==> config.mk <==
export PLATFORM = sky130hd
export DESIGN_NAME = url_path_normalizer_top
export DESIGN_NICKNAME = d
export VERILOG_FILES = /design/src/rtl/upn_pkg.sv /design/src/rtl/upn_slash_stack.sv /design/src/rtl/url_path_normalizer_top.sv
export SDC_FILE = /design/constraint.sdc
export NUM_CORES = 1
export LEC_CHECK = 0
export ABC_AREA = 1
export BUFFER_PORTS_ARGS = -buffer_cell sky130_fd_sc_hd__buf_4
export CAP_MARGIN = 20
export CORE_AREA = 2 2 243 245
export CTS_CLUSTER_SIZE = 16
export DETAILED_ROUTE_END_ITERATION = 6
export DIE_AREA = 0 0 245 247
export PLACE_DENSITY_LB_ADDON = 0.25
export SLEW_MARGIN = 20
export SYNTH_ARGS = -nofsm -noshare
export SYNTH_HDL_FRONTEND = slang
export SYNTH_HIERARCHICAL = 1
export SYNTH_SLANG_ARGS = --single-unit
==> constraint.sdc <==
create_clock -name clk -period 7.3 [get_ports clk]
set_input_delay 0.73 -clock clk [delete_from_list [all_inputs] [get_ports clk]]
set_output_delay 0.73 -clock clk [all_outputs]
set_load 0.05 [all_outputs]
==> src/rtl/upn_pkg.sv <==
`default_nettype none

package upn_pkg;

	localparam int MAX_URL     = 256;
	localparam int SLASH_DEPTH = 64;

	localparam int LEN_W  = $clog2(MAX_URL + 1);
	localparam int POS_W  = $clog2(MAX_URL);
	localparam int CNT_W  = $clog2(SLASH_DEPTH + 1);
	localparam int SIDX_W = $clog2(SLASH_DEPTH);

	localparam logic [7:0] CH_SLASH  = 8'h2f;
	localparam logic [7:0] CH_DOT    = 8'h2e;
	localparam logic [7:0] CH_PCT    = 8'h25;
	localparam logic [7:0] CH_QUERY  = 8'h3f;
	localparam logic [7:0] CASE_BIT  = 8'h20;
	localparam logic [7:0] CH_ZERO   = 8'h30;
	localparam logic [7:0] CH_NINE   = 8'h39;
	localparam logic [7:0] CH_LOW_A  = 8'h61;
	localparam logic [7:0] CH_LOW_F  = 8'h66;
	localparam logic [3:0] HEX_ALPHA = 4'd10;

	localparam logic [1:0] ACT_NONE   = 2'd0;
	localparam logic [1:0] ACT_APPEND = 2'd1;
	localparam logic [1:0] ACT_TRUNC  = 2'd2;

	localparam logic [1:0] STS_OK       = 2'd0;
	localparam logic [1:0] STS_BAD_HEX  = 2'd1;
	localparam logic [1:0] STS_TOO_LONG = 2'd2;
	localparam logic [1:0] STS_STACK    = 2'd3;

	typedef enum logic [6:0] {
		ST_USUAL = 7'b0000001,
		ST_QUERY = 7'b0000010,
		ST_SLASH = 7'b0000100,
		ST_DOT   = 7'b0001000,
		ST_DDOT  = 7'b0010000,
		ST_PCT1  = 7'b0100000,
		ST_PCT2  = 7'b1000000
	} parse_state_t;

	typedef struct packed {
		logic [7:0] url_byte;
		logic       last_byte;
		logic       split_query;
	} item_t;

	typedef struct packed {
		logic [1:0] action;
		logic [7:0] out_byte;
		logic [8:0] new_length;
		logic       done_res;
		logic [1:0] status;
		logic       has_query;
		logic [7:0] query_start;
	} result_t;

	typedef struct packed {
		logic push;
		logic pop;
		logic clear;
	} stk_ctl_t;

	typedef struct packed {
		logic       ok;
		logic [3:0] nib;
	} hex_t;

	function automatic hex_t hex_value(input logic [7:0] c);
		hex_t       h;
		logic [7:0] lc;
		lc    = c | CASE_BIT;
		h.ok  = 1'b0;
		h.nib = 4'd0;
		if (c >= CH_ZERO && c <= CH_NINE) begin
			h.ok  = 1'b1;
			h.nib = c[3:0];
		end else if (lc >= CH_LOW_A && lc <= CH_LOW_F) begin
			h.ok  = 1'b1;
			h.nib = 4'(lc[3:0] - CH_LOW_A[3:0] + HEX_ALPHA);
		end
		return h;
	endfunction

endpackage

`default_nettype wire

==> src/rtl/upn_slash_stack.sv <==
`default_nettype none

module upn_slash_stack (
	input  logic                           clk,
	input  logic                           arst_n,
	input  upn_pkg::stk_ctl_t              ctl,
	input  logic [upn_pkg::POS_W-1:0]      push_pos,
	output logic [upn_pkg::CNT_W-1:0]      count,
	output logic [upn_pkg::POS_W-1:0]      top,
	output logic [upn_pkg::POS_W-1:0]      second
);
	import upn_pkg::*;

	// top two entries live in flops, deeper ones in the memory
	logic [POS_W-1:0]  slash_mem_q [SLASH_DEPTH];
	logic [POS_W-1:0]  top_q;
	logic [POS_W-1:0]  nxt_q;
	logic [POS_W-1:0]  rd_q;
	logic [CNT_W-1:0]  cnt_q;
	logic [CNT_W-1:0]  cnt_d;
	logic [CNT_W-1:0]  wsum;
	logic [CNT_W-1:0]  rsum;
	logic [SIDX_W-1:0] waddr;
	logic [SIDX_W-1:0] raddr;

	always_comb begin
		cnt_d = cnt_q;
		if (ctl.clear) begin
			cnt_d = '0;
		end else if (ctl.push) begin
			cnt_d = cnt_q + CNT_W'(1);
		end else if (ctl.pop) begin
			cnt_d = cnt_q - CNT_W'(1);
		end
	end

	assign wsum  = cnt_q - CNT_W'(2);
	assign rsum  = cnt_d - CNT_W'(3);
	assign waddr = wsum[SIDX_W-1:0];
	assign raddr = rsum[SIDX_W-1:0];

	always_ff @(posedge clk or negedge arst_n) begin
		if (!arst_n) begin
			cnt_q <= '0;
		end else begin
			cnt_q <= cnt_d;
		end
	end

	// prefetch of the entry below second, bypassed on push
	always_ff @(posedge clk) begin
		if (ctl.push) begin
			slash_mem_q[waddr] <= nxt_q;
			rd_q               <= nxt_q;
		end else begin
			rd_q <= slash_mem_q[raddr];
		end
		if (ctl.push) begin
			top_q <= push_pos;
			nxt_q <= top_q;
		end else if (ctl.pop) begin
			top_q <= nxt_q;
			nxt_q <= rd_q;
		end
	end

	assign count  = cnt_q;
	assign top    = top_q;
	assign second = nxt_q;

endmodule

`default_nettype wire

==> src/rtl/url_path_normalizer_top.sv <==
// input transfer to result passes the input register and the result register
// throughput: one byte per cycle while result_stall is low; the parse step is
// combinational, top two slash positions in flops and the next prefetched from memory
// reset: arst_n clears parse state, length, counts and valids at once; the slash
// memory is not cleared and needs no clearing pass
`default_nettype none

module url_path_normalizer_top (
	input  logic             clk,
	input  logic             arst_n,
	input  logic             item_valid,
	output logic             item_stall,
	input  upn_pkg::item_t   item,
	output logic             result_valid,
	input  logic             result_stall,
	output upn_pkg::result_t result
);
	import upn_pkg::*;

	item_t        item_s1;
	logic         valid_s1;
	logic         adv;
	result_t      res_q;
	logic         res_valid_q;

	parse_state_t st_q, st_d;
	parse_state_t ret_q, ret_d;
	logic [3:0]       hn_q, hn_d;
	logic [LEN_W-1:0] len_q, len_d;
	logic             qv_q, qv_d;
	logic [POS_W-1:0] qpos_q, qpos_d;
	logic [1:0]       err_q, err_d;

	stk_ctl_t         stk_ctl;
	logic [CNT_W-1:0] stk_cnt;
	logic [POS_W-1:0] stk_top;
	logic [POS_W-1:0] stk_second;

	logic [7:0]       c;
	logic [7:0]       ab;
	logic             app_req;
	logic             trunc_req;
	logic [1:0]       act;
	logic [LEN_W-1:0] target;
	hex_t             hx;
	result_t          res_d;
	logic             hq;

	assign adv        = valid_s1 && (!res_valid_q || !result_stall);
	assign item_stall = valid_s1 && !adv;

	always_ff @(posedge clk or negedge arst_n) begin
		if (!arst_n) begin
			valid_s1 <= 1'b0;
		end else if (item_valid && !item_stall) begin
			valid_s1 <= 1'b1;
		end else if (adv) begin
			valid_s1 <= 1'b0;
		end
	end

	always_ff @(posedge clk) begin
		if (item_valid && !item_stall) begin
			item_s1 <= item;
		end
	end

	assign c  = item_s1.url_byte;
	assign hx = hex_value(c);

	always_comb begin
		st_d      = st_q;
		ret_d     = ret_q;
		hn_d      = hn_q;
		len_d     = len_q;
		qv_d      = qv_q;
		qpos_d    = qpos_q;
		err_d     = err_q;
		ab        = c;
		app_req   = 1'b0;
		trunc_req = 1'b0;
		act       = ACT_NONE;
		target    = '0;
		stk_ctl   = '0;

		if (err_q == STS_OK) begin
			unique case (st_q)
				ST_SLASH: begin
					if (c == CH_SLASH) begin
						st_d = ST_SLASH;
					end else if (c == CH_DOT) begin
						st_d = ST_DOT;
					end else if (c == CH_PCT) begin
						ret_d = st_q;
						st_d  = ST_PCT1;
					end else begin
						app_req = 1'b1;
						st_d    = ST_USUAL;
					end
				end
				ST_DOT: begin
					if (c == CH_SLASH) begin
						st_d = ST_SLASH;
					end else if (c == CH_DOT) begin
						st_d = ST_DDOT;
					end else if (c == CH_PCT) begin
						ret_d = st_q;
						st_d  = ST_PCT1;
					end else begin
						app_req = 1'b1;
						st_d    = ST_USUAL;
					end
				end
				ST_DDOT: begin
					if (c == CH_SLASH) begin
						trunc_req = 1'b1;
						st_d      = ST_SLASH;
					end else if (c == CH_PCT) begin
						ret_d = st_q;
						st_d  = ST_PCT1;
					end else begin
						app_req = 1'b1;
						st_d    = ST_USUAL;
					end
				end
				ST_PCT1: begin
					if (!hx.ok) begin
						err_d = STS_BAD_HEX;
					end else begin
						hn_d = hx.nib;
						st_d = ST_PCT2;
					end
				end
				ST_PCT2: begin
					if (!hx.ok) begin
						err_d = STS_BAD_HEX;
					end else begin
						ab      = {hn_q, hx.nib};
						st_d    = ret_q;
						app_req = 1'b1;
					end
				end
				default: begin
					if (c == CH_PCT) begin
						ret_d = ST_USUAL;
						st_d  = ST_PCT1;
					end else begin
						app_req = 1'b1;
					end
				end
			endcase
		end

		if (app_req) begin
			if (len_q == LEN_W'(MAX_URL)) begin
				err_d = STS_TOO_LONG;
			end else if (ab == CH_SLASH && stk_cnt == CNT_W'(SLASH_DEPTH)) begin
				err_d = STS_STACK;
			end else begin
				act          = ACT_APPEND;
				stk_ctl.push = (ab == CH_SLASH);
				if (ab == CH_QUERY && !qv_q) begin
					qv_d   = 1'b1;
					qpos_d = len_q[POS_W-1:0];
				end
				len_d = len_q + LEN_W'(1);
				// a raw slash in the usual state opens a slash run
				if (ab == CH_SLASH && st_q != ST_PCT2 && st_d == st_q) begin
					st_d = ST_SLASH;
				end
			end
		end

		if (trunc_req) begin
			act = ACT_TRUNC;
			if (stk_cnt == '0) begin
				target = '0;
			end else if (LEN_W'(stk_top) + LEN_W'(1) == len_q && len_q >= LEN_W'(2)) begin
				stk_ctl.pop = 1'b1;
				if (stk_cnt > CNT_W'(1)) begin
					target = LEN_W'(stk_second) + LEN_W'(1);
				end else begin
					target = '0;
				end
			end else begin
				target = LEN_W'(stk_top) + LEN_W'(1);
			end
			if (qv_q && LEN_W'(qpos_q) >= target) begin
				qv_d = 1'b0;
			end
			len_d = target;
		end

		hq                = item_s1.last_byte && item_s1.split_query && qv_d;
		res_d.action      = act;
		res_d.out_byte    = (act == ACT_APPEND) ? ab : 8'd0;
		res_d.new_length  = len_d;
		res_d.done_res    = item_s1.last_byte;
		res_d.status      = item_s1.last_byte ? err_d : STS_OK;
		res_d.has_query   = hq;
		res_d.query_start = hq ? qpos_d : 8'd0;

		if (item_s1.last_byte) begin
			st_d          = ST_USUAL;
			ret_d         = ST_USUAL;
			hn_d          = '0;
			len_d         = '0;
			qv_d          = 1'b0;
			err_d         = STS_OK;
			stk_ctl.clear = 1'b1;
		end

		if (!adv) begin
			stk_ctl = '0;
		end
	end

	always_ff @(posedge clk or negedge arst_n) begin
		if (!arst_n) begin
			st_q  <= ST_USUAL;
			ret_q <= ST_USUAL;
			hn_q  <= '0;
			len_q <= '0;
			qv_q  <= 1'b0;
			err_q <= STS_OK;
		end else if (adv) begin
			st_q  <= st_d;
			ret_q <= ret_d;
			hn_q  <= hn_d;
			len_q <= len_d;
			qv_q  <= qv_d;
			err_q <= err_d;
		end
	end

	always_ff @(posedge clk) begin
		if (adv) begin
			qpos_q <= qpos_d;
		end
	end

	upn_slash_stack u_stack (
		.clk      (clk),
		.arst_n   (arst_n),
		.ctl      (stk_ctl),
		.push_pos (len_q[POS_W-1:0]),
		.count    (stk_cnt),
		.top      (stk_top),
		.second   (stk_second)
	);

	always_ff @(posedge clk or negedge arst_n) begin
		if (!arst_n) begin
			res_valid_q <= 1'b0;
		end else if (adv) begin
			res_valid_q <= 1'b1;
		end else if (!result_stall) begin
			res_valid_q <= 1'b0;
		end
	end

	always_ff @(posedge clk) begin
		if (adv) begin
			res_q <= res_d;
		end
	end

	assign result_valid = res_valid_q;
	assign result       = res_q;

	a_stack_bound: assert property (@(posedge clk) disable iff (!arst_n)
		stk_cnt <= CNT_W'(SLASH_DEPTH))
		else $error("slash stack count beyond depth");

	a_len_bound: assert property (@(posedge clk) disable iff (!arst_n)
		len_q <= LEN_W'(MAX_URL))
		else $error("output length beyond limit");

	a_last_clears: assert property (@(posedge clk) disable iff (!arst_n)
		adv && item_s1.last_byte |=> len_q == '0 && stk_cnt == '0 && err_q == STS_OK)
		else $error("state not cleared after last byte");

	a_append_len: assert property (@(posedge clk) disable iff (!arst_n)
		res_valid_q && res_q.action == ACT_APPEND |-> res_q.new_length != '0)
		else $error("append with zero length");

endmodule

`default_nettype wire

==> results of run 1 <==
## metrics by stage
step                      std cells  cell area (µm²)  hold WS [ns]  utilization, %  worst slack [ns]
final                          3684            31650        0.1289           54.35             1.360
after global routing           3684            31650        0.1588           54.35            0.8040
after CTS                      3683            31630        0.1259           54.30             1.402
after detailed placement       3563            29590        0.4627           50.81             1.398
after global placement         3563            29590        0.4607           50.81             1.527
after floorplan                2858            28750        0.4344               -             1.460
## path summary, 6_finish.rpt
path	cells past startpoint	slack (ns)	startpoint	to
max	27	1.36	c[0]$_DFFE_PP_	u_stack/rd_q[2]$_DFF_P_
min	1	0.13	arst_n	len_q[6]$_DFFE_PN0P_
max reg2reg	27	1.36	c[0]$_DFFE_PP_	u_stack/rd_q[2]$_DFF_P_
max in group asynchronous	1	6.74	arst_n	hn_q[1]$_DFFE_PN0P_
min reg2reg	2	0.47	hn_q[1]$_DFFE_PN0P_	hn_q[1]$_DFFE_PN0P_
min in group clk	1	0.30	item[0]	item_s1[0]$_DFFE_PP_
## synth_stat cells, types with 2 or more instances
cell type	n
sky130_fd_sc_hd__o22ai_1	3
sky130_fd_sc_hd__o211ai_1	3
sky130_fd_sc_hd__nand3_2	13
sky130_fd_sc_hd__xor2_1	9
sky130_fd_sc_hd__inv_2	20
sky130_fd_sc_hd__nand4_1	82
sky130_fd_sc_hd__nand3_4	3
sky130_fd_sc_hd__nor3_1	10
sky130_fd_sc_hd__buf_2	50
sky130_fd_sc_hd__o21ai_0	35
sky130_fd_sc_hd__nand3b_1	2
sky130_fd_sc_hd__buf_4	23
sky130_fd_sc_hd__buf_6	9
sky130_fd_sc_hd__dfstp_2	2
sky130_fd_sc_hd__nor2_4	4
sky130_fd_sc_hd__dfxtp_1	8
sky130_fd_sc_hd__a211oi_1	2
sky130_fd_sc_hd__buf_1	12
sky130_fd_sc_hd__dfrtp_1	37
sky130_fd_sc_hd__ha_1	21
sky130_fd_sc_hd__clkinv_1	3
sky130_fd_sc_hd__nand2_4	4
sky130_fd_sc_hd__nor3_2	2
sky130_fd_sc_hd__nor2_2	11
sky130_fd_sc_hd__o21ai_1	10
sky130_fd_sc_hd__edfxtp_1	577
sky130_fd_sc_hd__and2_1	8
sky130_fd_sc_hd__inv_1	277
sky130_fd_sc_hd__a21oi_1	19
sky130_fd_sc_hd__nor4_1	4
sky130_fd_sc_hd__clkbuf_1	44
sky130_fd_sc_hd__xnor2_1	2
sky130_fd_sc_hd__o2111ai_1	2
sky130_fd_sc_hd__nand2_1	842
sky130_fd_sc_hd__nor2_8	2
sky130_fd_sc_hd__nor2_1	138
sky130_fd_sc_hd__nand2_2	15
sky130_fd_sc_hd__nand3_1	535
## logic make-up after synthesis
family	after synthesis	share of synthesized area, %
xor gates and xnor gates	13	0.5092
and+or+nand+nor	1678	26.19
buffers and inverters	440	6.545
DFF	624	64.22
AOI/OAI and AO/OA	82	1.619
adders and majority gates	21	0.9139
## per-layer routing
| layer | share of wire [%] | up-vias |
|---|---|---|
| li1 | - | 9691 |
| met1 | 43 | 10000 |
| met3 | 8.5 | 145 |
| met2 | 46 | 964 |
| met4 | 3.0 | 0 |
| met5 | 0 | - |
## cells in the final DEF (no fill, tap or decap), types with 9 or more instances in the layout
cell type	netlist	final
sky130_fd_sc_hd__inv_2	20	21
sky130_fd_sc_hd__nand2_1	842	842
sky130_fd_sc_hd__clkinv_2	0	10
sky130_fd_sc_hd__edfxtp_1	577	577
sky130_fd_sc_hd__ha_1	21	20
sky130_fd_sc_hd__nor2_1	138	138
sky130_fd_sc_hd__xor2_1	9	9
sky130_fd_sc_hd__clkbuf_16	0	69
sky130_fd_sc_hd__clkinv_1	3	14
sky130_fd_sc_hd__nand3_1	535	535
sky130_fd_sc_hd__o21ai_0	35	35
sky130_fd_sc_hd__dfrtp_1	37	37
sky130_fd_sc_hd__o21ai_1	10	10
sky130_fd_sc_hd__inv_1	277	275
sky130_fd_sc_hd__buf_4	23	67
sky130_fd_sc_hd__nand4_1	82	82
sky130_fd_sc_hd__clkbuf_1	44	18
sky130_fd_sc_hd__nor3_1	10	10
sky130_fd_sc_hd__nor2_2	11	9
sky130_fd_sc_hd__a21oi_1	19	19
sky130_fd_sc_hd__nand3_2	13	12
sky130_fd_sc_hd__nand2_2	15	15
## critical path, delay by kind of cell, from the launching register on
kind / cells / cell delay, ns
adders and majority gates: 2 / 0.86
buffers and inverters: 4 / 1.42
DFF: 1 / 0.47
and+or+nand+nor: 21 / 3.02
## power by group through the flow
stage / Sequential [mW] / Combinational (mW) / Clock (mW)
final: 4.00 / 0.759 / 3.18
after global routing: 4.01 / 0.839 / 3.38
after CTS: 4.00 / 0.755 / 3.24
after detailed placement: 4.08 / 0.752 / 0
after global placement: 4.07 / 0.747 / 0
after floorplan: 4.16 / 0.466 / 0
## layout make-up
| cell class | count | area, µm² |
|---|---|---|
| clock buffers | 88 | 1808 |
| fillers | 5081 | 26590 |
| inverters | 301 | 1135 |
| multi-input cells | 1794 | 8441 |
| repair buffers | 72 | 610.6 |
| flip-flops and latches | 624 | 18470 |
| well taps | 773 | 967.2 |
| clock inverters | 32 | 226.5 |
## sequential cells by signal (all words and copies together) (netlist names)
signal               cells
c                        8
err_q                    2
hn_q                     4
item_s1                  2
len_q                    9
qpos_q                   8
qv_q                     1
result                  31
result_valid             1
ret_q                    7
st_q                     7
u_stack/count            7
u_stack/rd_q             8
u_stack/second           8
u_stack/slash_mem_q    512
u_stack/top              8
valid_s1                 1
==> implementation parameters, run 1 <==
Parameter                              Value

Yosys
  Fraction of post-synthesis cell area in the top cell type by area ... around 60%
  Largest cells by area after synthesis ... sky130_fd_sc_hd__edfxtp_1 (60%), sky130_fd_sc_hd__nand2_1 (11%), sky130_fd_sc_hd__nand3_1 (9.3%), sky130_fd_sc_hd__inv_1 (3.6%), sky130_fd_sc_hd__dfrtp_1 (3.2%)
  Yosys warning total ... 6
  Number of enable-type register cells in the synthesized netlist ... 577
  Syn Area/Cell ... between 10 and 15 µm²
  Distinct cell type count of the synthesized netlist ... 53
  Synthesized netlist net count ... ~2900
  Post-synthesis register bit count ... 624
  FFs w/ async S/R, synth ... between 6 and 7%
  Synthesized area ... 0.02875 mm²
  Primary flip-flop cell chosen by synthesis mapping ... sky130_fd_sc_hd__edfxtp_1
  Post-synthesis instance total ... approximately 2900
  Seq/Total Area, Yosys ... between 60 and 70%
  Biggest area consumer among synthesized cells ... sky130_fd_sc_hd__edfxtp_1

Die
  Die X ... roughly 250 µm
  Core area ... a little under 0.06 mm²
  Die area ... 0.06052 mm²
  # rows ... 89
  Number of primary I/O pins ... 47
  Die height ... ~250 µm
  Initial Util ... between 40% and 50%

Power
  Sw power ... about 2 mW
  Seq pwr share ... a little over 50%
  Clock share of power ... approximately 40%
  Post-layout power ... 7.942 mW
  Highest ir drop seen on vdd ... approximately 0.00016 V
  Switching part of the total ... between 20% and 30%
  Part of the total power dissipated in combinational logic ... 9.6%
  Leak Pwr ... 12.67 nW
  Total internal power ... 5.959 mW
  Power Density ... 250.9 mW/mm²

Timing
  Upper clock frequency limit ... approximately 170 MHz
  Post-route minimum period ... just under 6 ns
  # setup viols final ... 0
  Actual transition at the worst max-transition pin ... between 1 and 1.5 ns
  Unrepaired setup endpoints after global routing ... false
  Sum of negative setup slack ... 0 ns
  Number of slew-limit violations in the final report ... 0
  Post-route fraction of the period consumed by the critical path ... between 80% and 90%
  Layout Skew ... roughly 0.03 ns
  Total count of hold-check failures in the final report ... 0
  Slew HR ... between 20% and 30%

Setup path
  Largest stage delay, worst path ... 0.83 ns
  Required @ worst endpoint ... roughly 7.8 ns
  Most frequent CP cell ... sky130_fd_sc_hd__nand3_1
  Worst Path Max Fanout ... 80
  Worst Setup Start Kind ... flop
  Critical-path top delay cell ... sky130_fd_sc_hd__buf_4
  Start-to-end type of the worst setup path ... reg2reg
  Arrival time reported for the critical path endpoint ... ~6.5 ns
  Kind of capture point of the worst setup path ... flop

GRT
  Met1 Resource Use GR ... about a third
  Global-route wire length before repair ... 115200 µm
  GR met2 Demand/Resource ... between 30% and 40%
  Met3 demand-to-capacity share in global routing ... roughly 4.5%
  Overflow left after global routing ... 0
  Initial antenna violation count ... 0
  Number of global-route vias before repair ... 19560
  Overall Global Routing Usage ... roughly a quarter
  Most Crowded Layer GR ... met2
  Largest net degree at the start of global routing ... 257

Route
  Count of vias placed by the detailed router ... between 20000 and 25000
  Number of vias per cell ... ~5.6
  Post-route DRC violation count ... 0
  Routed wire length ... between 70000 and 80000 µm
  Pre-antenna DRT Iters ... 5
  Routed WL per cell ... just over 20 µm
  Count of antenna-violating nets left after detailed routing ... 0
  DRC marker count from the first detailed-route iteration ... approximately 2200

Clocking
  Count of hold-fix buffers inserted at cts ... 0
  Maximum count of clock buffers along a single path ... 3
  H-tree depth ... 3
  Sinks on Clock Net ... between 600 and 700
  Clock latency reported for the late side of the worst-skew pair ... between 0.6 and 0.7 ns
  Post-cts gate resize count ... 0
  CTS clock-pin slew for the worst setup and hold paths ... approximately 0.060 ns
  Post-CTS setup repair buffer count ... 0
  CTS buffer count ... 67
  Master cell of the clock root buffer ... sky130_fd_sc_hd__clkbuf_16
  CTS tree ... built

Place
  GP Congestion ... a little over 0.9
  # port buffers ... 46
  Post-DP HPWL ... ~46000 µm

Finish
  Ratio of cells with drive above 1 in the final layout ... under 10%
  Area growth from synthesis to layout ... 10.09%
  # nets final ... 2895
  Ant. Diodes ... 0

Flow run
  Maxcap violations ... 0

Hold path
  Type of the most critical hold path ... in2async

Outcome
  Status ... complete, no violations
Note: power is estimated with default switching activity, not from simulation.
==> run 2: changes to the inputs <==
==> constraint.sdc (replaced) <==
create_clock -name clk -period 5.5 [get_ports clk]
set_input_delay 0.55 -clock clk [delete_from_list [all_inputs] [get_ports clk]]
set_output_delay 0.55 -clock clk [all_outputs]
set_load 0.05 [all_outputs]
==> run 2 against run 1 <==
Count of clock-buffer cells in the layout decreased by 1. Maximum frequency increased by 18%. Wire length decreased by 0.22%. Via count up 0.30%. Die area is the same. Largest cell class unchanged. Flip-flop and latch count stayed put. First-iteration DRC count is 18% higher. Combinational power up 33%. Sequential power is 33% higher. Global-route usage up 0.075 points. Non-clock buffer count up 6. Clock power up 36%. The run now ends with design-rule violations left. Critical path type unchanged.
==> implementation parameters, run 2 (synthesis gave the netlist of run 1 again) <==
Parameter                              Value

Outcome
  Status ... finished with violations
  Violations in the final reports ... design-rule violations

Setup path
  Worst Path Max Fanout ... 72 (-10%)
  Critical R2R Capture ... u_stack/rd_q[2]$_DFF_P_
  Worst Setup Start Kind ... flop
  Critical path capture point ... u_stack/rd_q[2]$_DFF_P_
  Required @ worst endpoint ... 6.06 ns (-1.75 ns)
  Arrival time reported for the critical path endpoint ... 5.59 ns (-0.86 ns)
  Kind of capture point of the worst setup path ... flop
  Number of cell instances on the worst register-to-register path ... 27 (unchanged)
  Reg-to-reg critical path startpoint ... c[0]$_DFFE_PP_
  Beginning of the critical path ... c[0]$_DFFE_PP_
  FF-to-FF setup slack ... 0.48 ns (-0.88 ns)
  Start-to-end type of the worst setup path ... reg2reg

Power
  Clock share of power ... 40.5% (+0.5 points)
  Switching part of the total ... 24.82% (-0.15 points)
  Part of the total power dissipated in combinational logic ... 9.5% (about the same)
  Leak Pwr ... 12.73 nW (+0.48%)
  Sw power ... 2.639 mW (+33%)
  Total internal power ... 7.993 mW (+34%)
  Power Density ... 334.7 mW/mm² (+33%)
  Post-layout power ... 10.63 mW (+34%)
  Highest ir drop seen on vdd ... 0.0002021 V (+30%)
  Seq pwr share ... 49.9% (-0.5 points)

Die
  Die area ... 0.06052 mm² (unchanged)
  Die X ... 245 µm (unchanged)
  # rows ... 89 (unchanged)
  Number of primary I/O pins ... 47 (unchanged)
  Die height ... 247 µm (unchanged)
  Initial Util ... 49.37% (unchanged)
  Core area ... 0.05824 mm² (unchanged)

Timing
  Layout Skew ... 0.02700 ns (-0.003875 ns)
  Actual transition at the worst max-transition pin ... 1.106 ns (+0.02372 ns)
  Total count of hold-check failures in the final report ... 0 (unchanged)
  # setup viols final ... 0 (unchanged)
  Post-route minimum period ... 5.023 ns (-0.9166 ns)
  Sum of negative setup slack ... 0 ns (unchanged)
  Post-route fraction of the period consumed by the critical path ... 91.33% (+10 points)
  Number of slew-limit violations in the final report ... 0 (unchanged)
  Unrepaired setup endpoints after global routing ... false
  Post-route worst setup slack ... 0.4770 ns (-0.8834 ns)
  Upper clock frequency limit ... 199.1 MHz (+18%)
  Slew HR ... 25.96% (-1.9 points)

Place
  Post-DP HPWL ... 45540 µm (-0.21%)
  # port buffers ... 46 (unchanged)
  GP Congestion ... 0.9311 (+0.16%)
  Cell Count Post-Placement ... 3569 (+0.17%)
  Pre-CTS worst setup slack ... 0.3292 ns (-1.069 ns)

Finish
  Ratio of cells with drive above 1 in the final layout ... 8.879% (+0.33 points)
  Flip-flop count of the largest register, all copies and words added ... 512 (unchanged)
  Final non-filler cell total ... 3690 (+0.16%)
  Register with the most flip-flops ... u_stack/slash_mem_q
  Commonest non-fill, non-tap cells in the layout ... sky130_fd_sc_hd__nand2_1 (842), sky130_fd_sc_hd__edfxtp_1 (577), sky130_fd_sc_hd__nand3_1 (535)
  Ant. Diodes ... 0 (unchanged)
  # nets final ... 2900 (+0.17%)
  Area growth from synthesis to layout ... 10.48%
  Most common cell after layout, fill and taps aside ... sky130_fd_sc_hd__nand2_1

GRT
  Initial antenna violation count ... 2 (+2)
  Number of global-route vias before repair ... 19890 (+1.7%)
  Overflow left after global routing ... 0 (unchanged)
  Global-route wire length before repair ... 115600 µm (+0.31%)
  Overall Global Routing Usage ... 25.08% (+0.075 points)
  Largest net degree at the start of global routing ... 168 (-35%)

Clocking
  CTS buffer count ... 66 (-1.5%)
  Post-CTS setup repair buffer count ... 0 (unchanged)
  Master cell of the clock root buffer ... sky130_fd_sc_hd__clkbuf_16
  Maximum count of clock buffers along a single path ... 3 (unchanged)
  Clock latency reported for the late side of the worst-skew pair ... 0.62 ns (about the same)
  CTS tree ... built
  Sinks on Clock Net ... 624 (unchanged)
  H-tree depth ... 3 (unchanged)
  CTS clock-pin slew for the worst setup and hold paths ... 0.06 ns (about the same)

Route
  Post-route DRC violation count ... 1 (+1)
  Count of antenna-violating nets left after detailed routing ... 0 (unchanged)
  DRC marker count from the first detailed-route iteration ... 2562 (+18%)
  Number of vias per cell ... 5.654 (+0.14%)
  Count of vias placed by the detailed router ... 20860 (+0.30%)
  Routed WL per cell ... 20.41 µm (-0.38%)
  Pre-antenna DRT Iters ... 7 (+2)
  Routed wire length ... 75320 µm (-0.22%)

Flow run
  Maxcap violations ... 0 (unchanged)

Hold path
  Instance count along the most critical hold path ... 1
  Type of the most critical hold path ... in2reg
run 2: metrics by stage:
step	hold WS [ns]	util [%]	area, µm²
3_3_place_gp	0.4794	50.91	29650
6_report	0.1294	54.54	31770
4_1_cts	0.09937	54.50	31740
2_1_floorplan	0.2544	-	28760
5_1_grt	0.1145	54.54	31770
3_5_place_dp	0.4916	50.91	29650
run 2: how the worst min path moves through the flow:
stage	start	end
floorplan	arst_n	err_q[0]$_DFFE_PN0P_
global placement	valid_s1$_DFFE_PN0P_	result_valid$_DFFE_PN0P_
detailed placement	ret_q[4]$_DFFE_PN0P_	ret_q[4]$_DFFE_PN0P_
CTS	item[5]	c[3]$_DFFE_PP_
global route	item[8]	c[6]$_DFFE_PP_
finish	item[9]	c[7]$_DFFE_PP_
run 2: power groups by stage:
stage / combinational, mW / clock [mW] / sequential [mW]
2_1_floorplan: 0.619 / 0 / 5.52
3_3_place_gp: 0.991 / 0 / 5.40
3_5_place_dp: 0.998 / 0 / 5.41
4_1_cts: 1.00 / 4.37 / 5.31
5_1_grt: 1.12 / 4.56 / 5.32
6_report: 1.01 / 4.31 / 5.31
run 2: layer usage:
layer / vias up / track usage (%) / part of all wire (%)
li1: 9696 / - / -
met2: 980 / 38.88 / 46
met1: 10080 / 35.26 / 42
met3: 111 / 5.372 / 9.6
met4: 2 / 8.375 / 2.4
met5: - / 0 / 0.012
run 2: layout make-up:
type                    count  area, µm²
clock buffers              87       1793
clock inverters            33      289.0
fillers                  4981      26470
inverters                 301       1135
multi-input cells        1794       8454
flip-flops and latches    624      18470
well taps                 773      967.2
repair buffers             78      661.9
run 2: timing repair:
action | 4_1_cts | 5_1_grt
hold buffers | 1 | 0
resized for setup | 0 | 4
endpoints found under the hold margin | 37 | 0
setup endpoints to repair | 0 | 7
run 2: critical path, stage by stage, from the launching register on:
cell and delay (ns):
sky130_fd_sc_hd__edfxtp_1 0.45, sky130_fd_sc_hd__inv_1 0.13, sky130_fd_sc_hd__ha_1 0.25, sky130_fd_sc_hd__nand3b_1 0.21, sky130_fd_sc_hd__nand3_4 0.14, sky130_fd_sc_hd__nand2_4 0.12
sky130_fd_sc_hd__nand3_4 0.11, sky130_fd_sc_hd__nand2_1 0.07, sky130_fd_sc_hd__nand2_1 0.08, sky130_fd_sc_hd__nand2_1 0.12, sky130_fd_sc_hd__nor2_4 0.25, sky130_fd_sc_hd__nand2_1 0.13
sky130_fd_sc_hd__nor4_4 0.27, sky130_fd_sc_hd__nor2_1 0.10, sky130_fd_sc_hd__nand2_2 0.27, sky130_fd_sc_hd__nand2_1 0.15, sky130_fd_sc_hd__nor2_4 0.19, sky130_fd_sc_hd__ha_4 0.25
sky130_fd_sc_hd__inv_4 0.26, sky130_fd_sc_hd__buf_12 0.35, sky130_fd_sc_hd__nand3_1 0.14, sky130_fd_sc_hd__nand2_1 0.15, sky130_fd_sc_hd__nand2_1 0.10, sky130_fd_sc_hd__nand3_1 0.11
sky130_fd_sc_hd__nand3_1 0.22, sky130_fd_sc_hd__nand3_1 0.16, sky130_fd_sc_hd__nand3_1 0.08, sky130_fd_sc_hd__nand2_1 0.07
